**src/rtl/softmax_threshold_argmax_assert.svh**
```systemverilog
// Assertion macros shared by the RTL files of the softmax classifier.
`ifndef SOFTMAX_THRESHOLD_ARGMAX_ASSERT_SVH
`define SOFTMAX_THRESHOLD_ARGMAX_ASSERT_SVH
`ifndef SYNTHESIS
`define STA_ASSERT(label, clk, rst_n, prop, msg) \
	label: assert property (@(posedge clk) disable iff (!rst_n) prop) else $error(msg);
`define STA_ASSERT_NEXT(label, clk, rst_n, pre, post, msg) \
	label: assert property (@(posedge clk) disable iff (!rst_n) (pre) |=> (post)) else $error(msg);
`else
`define STA_ASSERT(label, clk, rst_n, prop, msg)
`define STA_ASSERT_NEXT(label, clk, rst_n, pre, post, msg)
`endif
`endif

```
**src/rtl/sta_pkg.sv**
```systemverilog
// ----------------------------------------------------------------------------
// sta_pkg
// Shared constants, types and the exp2 fraction table of the classifier.
// ----------------------------------------------------------------------------
package sta_pkg;
	localparam int MAX_CLASSES_DEF = 512;
	localparam logic [15:0] THRESHOLD_RST = 16'd655;
	localparam logic [7:0] SKIP_RST = 8'd1;
	localparam logic [16:0] LOG2E_Q16 = 17'd94548;
	localparam logic [12:0] CUTOFF_Q8 = 13'd4096;
	localparam logic [0:0] REQ_FRAME = 1'b0;
	localparam logic [0:0] REG_THRESHOLD = 1'b0;
	localparam logic [0:0] REG_SKIP = 1'b1;

	typedef struct packed {
		logic start_max;
		logic start_sum;
		logic start_div;
	} cmd_t;

	typedef struct packed {
		logic max_done;
		logic sum_done;
		logic div_done;
	} sts_t;

	// 2^(-f/256) in Q1.16, built with the same rounded recurrence as the testbench scoreboard.
	function automatic logic [16:0] exp2_frac(input logic [7:0] f);
		logic [63:0] acc;
		logic [16:0] r;
		acc = 64'h1_0000_0000;
		r = 17'd0;
		for (int i = 0; i < 256; i++) begin
			if (i == int'(f))
				r = 17'((acc + 64'd32768) >> 16);
			acc = (acc * 64'd4283353945 + 64'd2147483648) >> 32;
		end
		return r;
	endfunction
endpackage

```
**src/rtl/sta_ctrl.sv**
```systemverilog
// ----------------------------------------------------------------------------
// sta_ctrl
// Sequencer for one classification run: max pass, sum pass, divide.
// ----------------------------------------------------------------------------
module sta_ctrl import sta_pkg::*; (
	input  logic clk,
	input  logic arst_n,
	input  logic go,
	input  sts_t sts,
	output cmd_t cmd,
	output logic busy,
	output logic done
);
	localparam logic [1:0] S_IDLE = 2'd0;
	localparam logic [1:0] S_MAX  = 2'd1;
	localparam logic [1:0] S_SUM  = 2'd2;
	localparam logic [1:0] S_DIV  = 2'd3;

	logic [1:0] state_q;

	always_ff @(posedge clk or negedge arst_n) begin
		if (!arst_n) begin
			state_q <= S_IDLE;
		end else begin
			case (state_q)
				S_IDLE: if (go) state_q <= S_MAX;
				S_MAX: if (sts.max_done) state_q <= S_SUM;
				S_SUM: if (sts.sum_done) state_q <= S_DIV;
				S_DIV: if (sts.div_done) state_q <= S_IDLE;
				default: state_q <= S_IDLE;
			endcase
		end
	end

	always_comb begin
		cmd.start_max = (state_q == S_IDLE) && go;
		cmd.start_sum = (state_q == S_MAX) && sts.max_done;
		cmd.start_div = (state_q == S_SUM) && sts.sum_done;
	end
	assign busy = (state_q != S_IDLE);
	assign done = (state_q == S_DIV) && sts.div_done;
endmodule

```
**config.mk**
```make
export PLATFORM = sky130hd
export DESIGN_NAME = sta_ctrl
export DESIGN_NICKNAME = d
export VERILOG_FILES = /design/src/rtl/softmax_threshold_argmax_assert.svh /design/src/rtl/sta_pkg.sv /design/src/rtl/sta_ctrl.sv
export SDC_FILE = /design/constraint.sdc
export NUM_CORES = 1
export LEC_CHECK = 0
export BUFFER_PORTS_ARGS = -buffer_cell sky130_fd_sc_hd__buf_2
export CAP_MARGIN = 10
export CORE_AREA = 2 2 39 41
export DETAILED_ROUTE_END_ITERATION = 7
export DIE_AREA = 0 0 41 43
export HOLD_SLACK_MARGIN = 0.08
export SETUP_SLACK_MARGIN = 0.2
export SLEW_MARGIN = 20
export SYNTH_ARGS = -nofsm -noshare
export SYNTH_HDL_FRONTEND = slang
export SYNTH_SLANG_ARGS = --single-unit
```
**constraint.sdc**
```tcl
create_clock -name clk -period 2 [get_ports clk]
set_input_delay 0.1 -clock clk [delete_from_list [all_inputs] [get_ports clk]]
set_output_delay 0.1 -clock clk [all_outputs]
set_load 0.005 [all_outputs]
```
==> run_results.csv <==
group,metric,value,unit
detailed_routing,via_per_inst,3.46,
setup_path,startpoint_type,"register",
clock_tree,cts_hold_buffers,1,
setup_path,critical_path_required,2.10,ns
cells_and_area,layout.nets,46,
clock_tree,cts_buffers,3,
floorplanning,floorplan.die_area,1760,um^2
setup_path,endpoint_kind,"register",
setup_path,critical_path_arrival,1.54,ns
pwr,power_per_cell_area,1370,nW/um^2
clock_tree,cts_resized,0,
synthesis,ff_latch_count_synth,2,
timing,max_freq,695,MHz
detailed_routing,drt_pre_antenna_iters,2,
synthesis,synthesis.area_per_instance,9.88,um^2
clock_tree,cts_tree,"yes",
cells_and_area,final_layout_size_suffix_gt1_share,50.0,%
timing,setup_slack,0.561,ns
floorplanning,dieHeight,43,um
timing,grt_setup_unrepaired,"no",
detailed_routing,post_drt_wl_per_cell,6.94,um
floorplanning,io-pin-count,11,
timing,worst_clock_skew,0.00119,ns
placed_design,post-place-ws,0.557,ns
detailed_routing,totalWireLength,347,um
grt,pin_count_of_the_biggest_net_entering_global_routing,5,
pwr,peak_vdd_ir,0.381,mV
detailed_routing,detail_route.iter0.violations,2,
detailed_routing,drt_drc_violations_left,0,
clock_tree,cts_max_level,1,
cells_and_area,register_with_the_highest_flop_count,"state_q",
cells_and_area,final_util,21.7,%
clock_tree,insertion_delay,0.22,ns
floorplanning,core.rowCount,14,
detailed_routing,vias,173,
setup_path,crit_fanout,3,
setup_path,worst-r2r-cell-count,5,
grt,number_of_global_route_vias_before_repair,169,
timing,timing_worst_slew_pin_value,0.149,ns
timing,slew_headroom,89.8,%
floorplanning,initial_utilization,14.3,%
cells_and_area,n_antenna_cell,0,
synthesis,synthesis.instances,20,
clock_tree,clock-root-buffer,"clkbuf_4",
status,run_status,"finished, final reports clean",
timing,fin_tns_setup,0,ns
floorplanning,coreArea,1380,um^2
timing,min_period,1.44,ns
timing,final_hold_slack,0.188,ns
timing,finalSetupViolCount,0,
floorplanning,die-width,41,um
timing,timing.final.max_slew_violations,0,
synthesis,synth.net_count,30,
detailed_routing,drt.antenna.violating_nets,0,
synthesis,yosysSeqAreaShare,25.3,%
clock_tree,clkSlewWorstSetupHoldPaths,0.03,ns
worst_hold_path,hp-class,"input port to async pin",
clock_tree,postCtsSetupRepairBufs,0,
synthesis,synth_warnings,0,
grt,initial_antenna_violation_count,0,
pwr,p_leak,0.166,nW
cells_and_area,syn_to_final_growth,51.9,%
cells_and_area,fillCellCount,165,
cells_and_area,largestRegisters,"state_q: 2 flops",
placed_design,port_buffers,10,
timing,hold_viol_final,0,
cells_and_area,largest_reg_flops,2,
grt,grt_first_pass_wirelength,600,um
synthesis,synth.cell_area,198,um^2
clock_tree,clock_path_buffers,2,
timing,post-route-period-util,72.0,%
placed_design,gp_routability_congestion,0.558,
grt,grt.overflow.total,0,
synthesis,ys_types,11,
clock_tree,numClockSinks,2,
grt,gr-usage-all-layers,5.73,%
run,max_cap_viol_count,0,
setup_path,timing_worst_setup_path_type,"register to register",
## cell usage after synthesis, drive strengths merged
master | instances | area [um^2]
mux2i | 1 | 10.0
nand2b | 3 | 18.8
and2 | 4 | 26.3
mux2 | 1 | 15.0
ha | 4 | 50.1
nor2 | 1 | 3.75
o2111a | 1 | 12.5
dfrtp | 2 | 50.1
inv | 3 | 11.3
## metal layers
metal	wire length [um]	track usage, %	up-vias
met1	158	5.16	71
met4	0	6.00	0
met3	42	4.71	0
met2	146	7.19	9
li1	-	-	93
met5	0	0	-
## report_power, final
group / total (mW) / internal [mW] / leakage (nW) / switching [mW]
combinational: 0.238 / 0.135 / 0.128 / 0.103
clock: 0.0882 / 0.0661 / 0.0138 / 0.0221
sequential: 0.0847 / 0.0645 / 0.0235 / 0.0203
total: 0.411 / 0.265 / 0.166 / 0.146
## path summary, 6_finish.rpt
kind | slack [ns] | endpoint | startpoint
worst max-delay path | 0.56 | state_q[1] | state_q[0]
worst min-delay path | 0.19 | state_q[1] | arst_n
worst max register to register | 0.56 | state_q[1] | state_q[0]
worst min register to register | 0.58 | state_q[1] | state_q[1]
max in group asynchronous | 1.72 | state_q[0] | arst_n
min in group clk | 0.31 | state_q[0] | go
## critical path, stage by stage, from the launching register on
cell and delay, ns:
dfrtp_1 0.39, inv_1 0.10, ha_1 0.20, inv_2 0.04, o2111a_2 0.28, mux2_4 0.30
## through the flow
stage / cells / instance area [um^2] / power (mW)
2_1_floorplan: 20 / 198 / 0.261
3_3_place_gp: 46 / 268 / 0.322
3_5_place_dp: 46 / 268 / 0.328
4_1_cts: 50 / 300 / 0.426
5_1_grt: 50 / 300 / 0.469
6_report: 50 / 300 / 0.411
## layout by cell type (no fill, tap or decap)
master,instances
buf_2,10
ha_1,4
and2_1,3
nand2b_1,3
clkbuf_4,3
inv_1,2
dfrtp_1,2
inv_2,1
and2_2,1
nor2_1,1
o2111a_2,1
mux2i_1,1
mux2_4,1
dlygate4sd3_1,1
## cell families after synthesis
kind of cell	Yosys count	share of synthesized area, %
multiplexers	2	12.7
flip-flops	2	25.3
AND/OR/NAND/NOR	8	24.7
buffers and inverters	3	5.70
adder cells (fa/ha/maj)	4	25.3
AO/OA/AOI/OAI	1	6.33
## cell type report
class,count,area [um^2],share of cell area (%)
tap,16,20.0,6.67
timing repair buffer,11,60.1,20.0
multi-input combinational,15,136,45.4
inverter,3,11.3,3.75
sequential,2,50.0,16.7
clock buffer,3,22.5,7.50
Note: power is estimated with default switching activity, not from simulation.
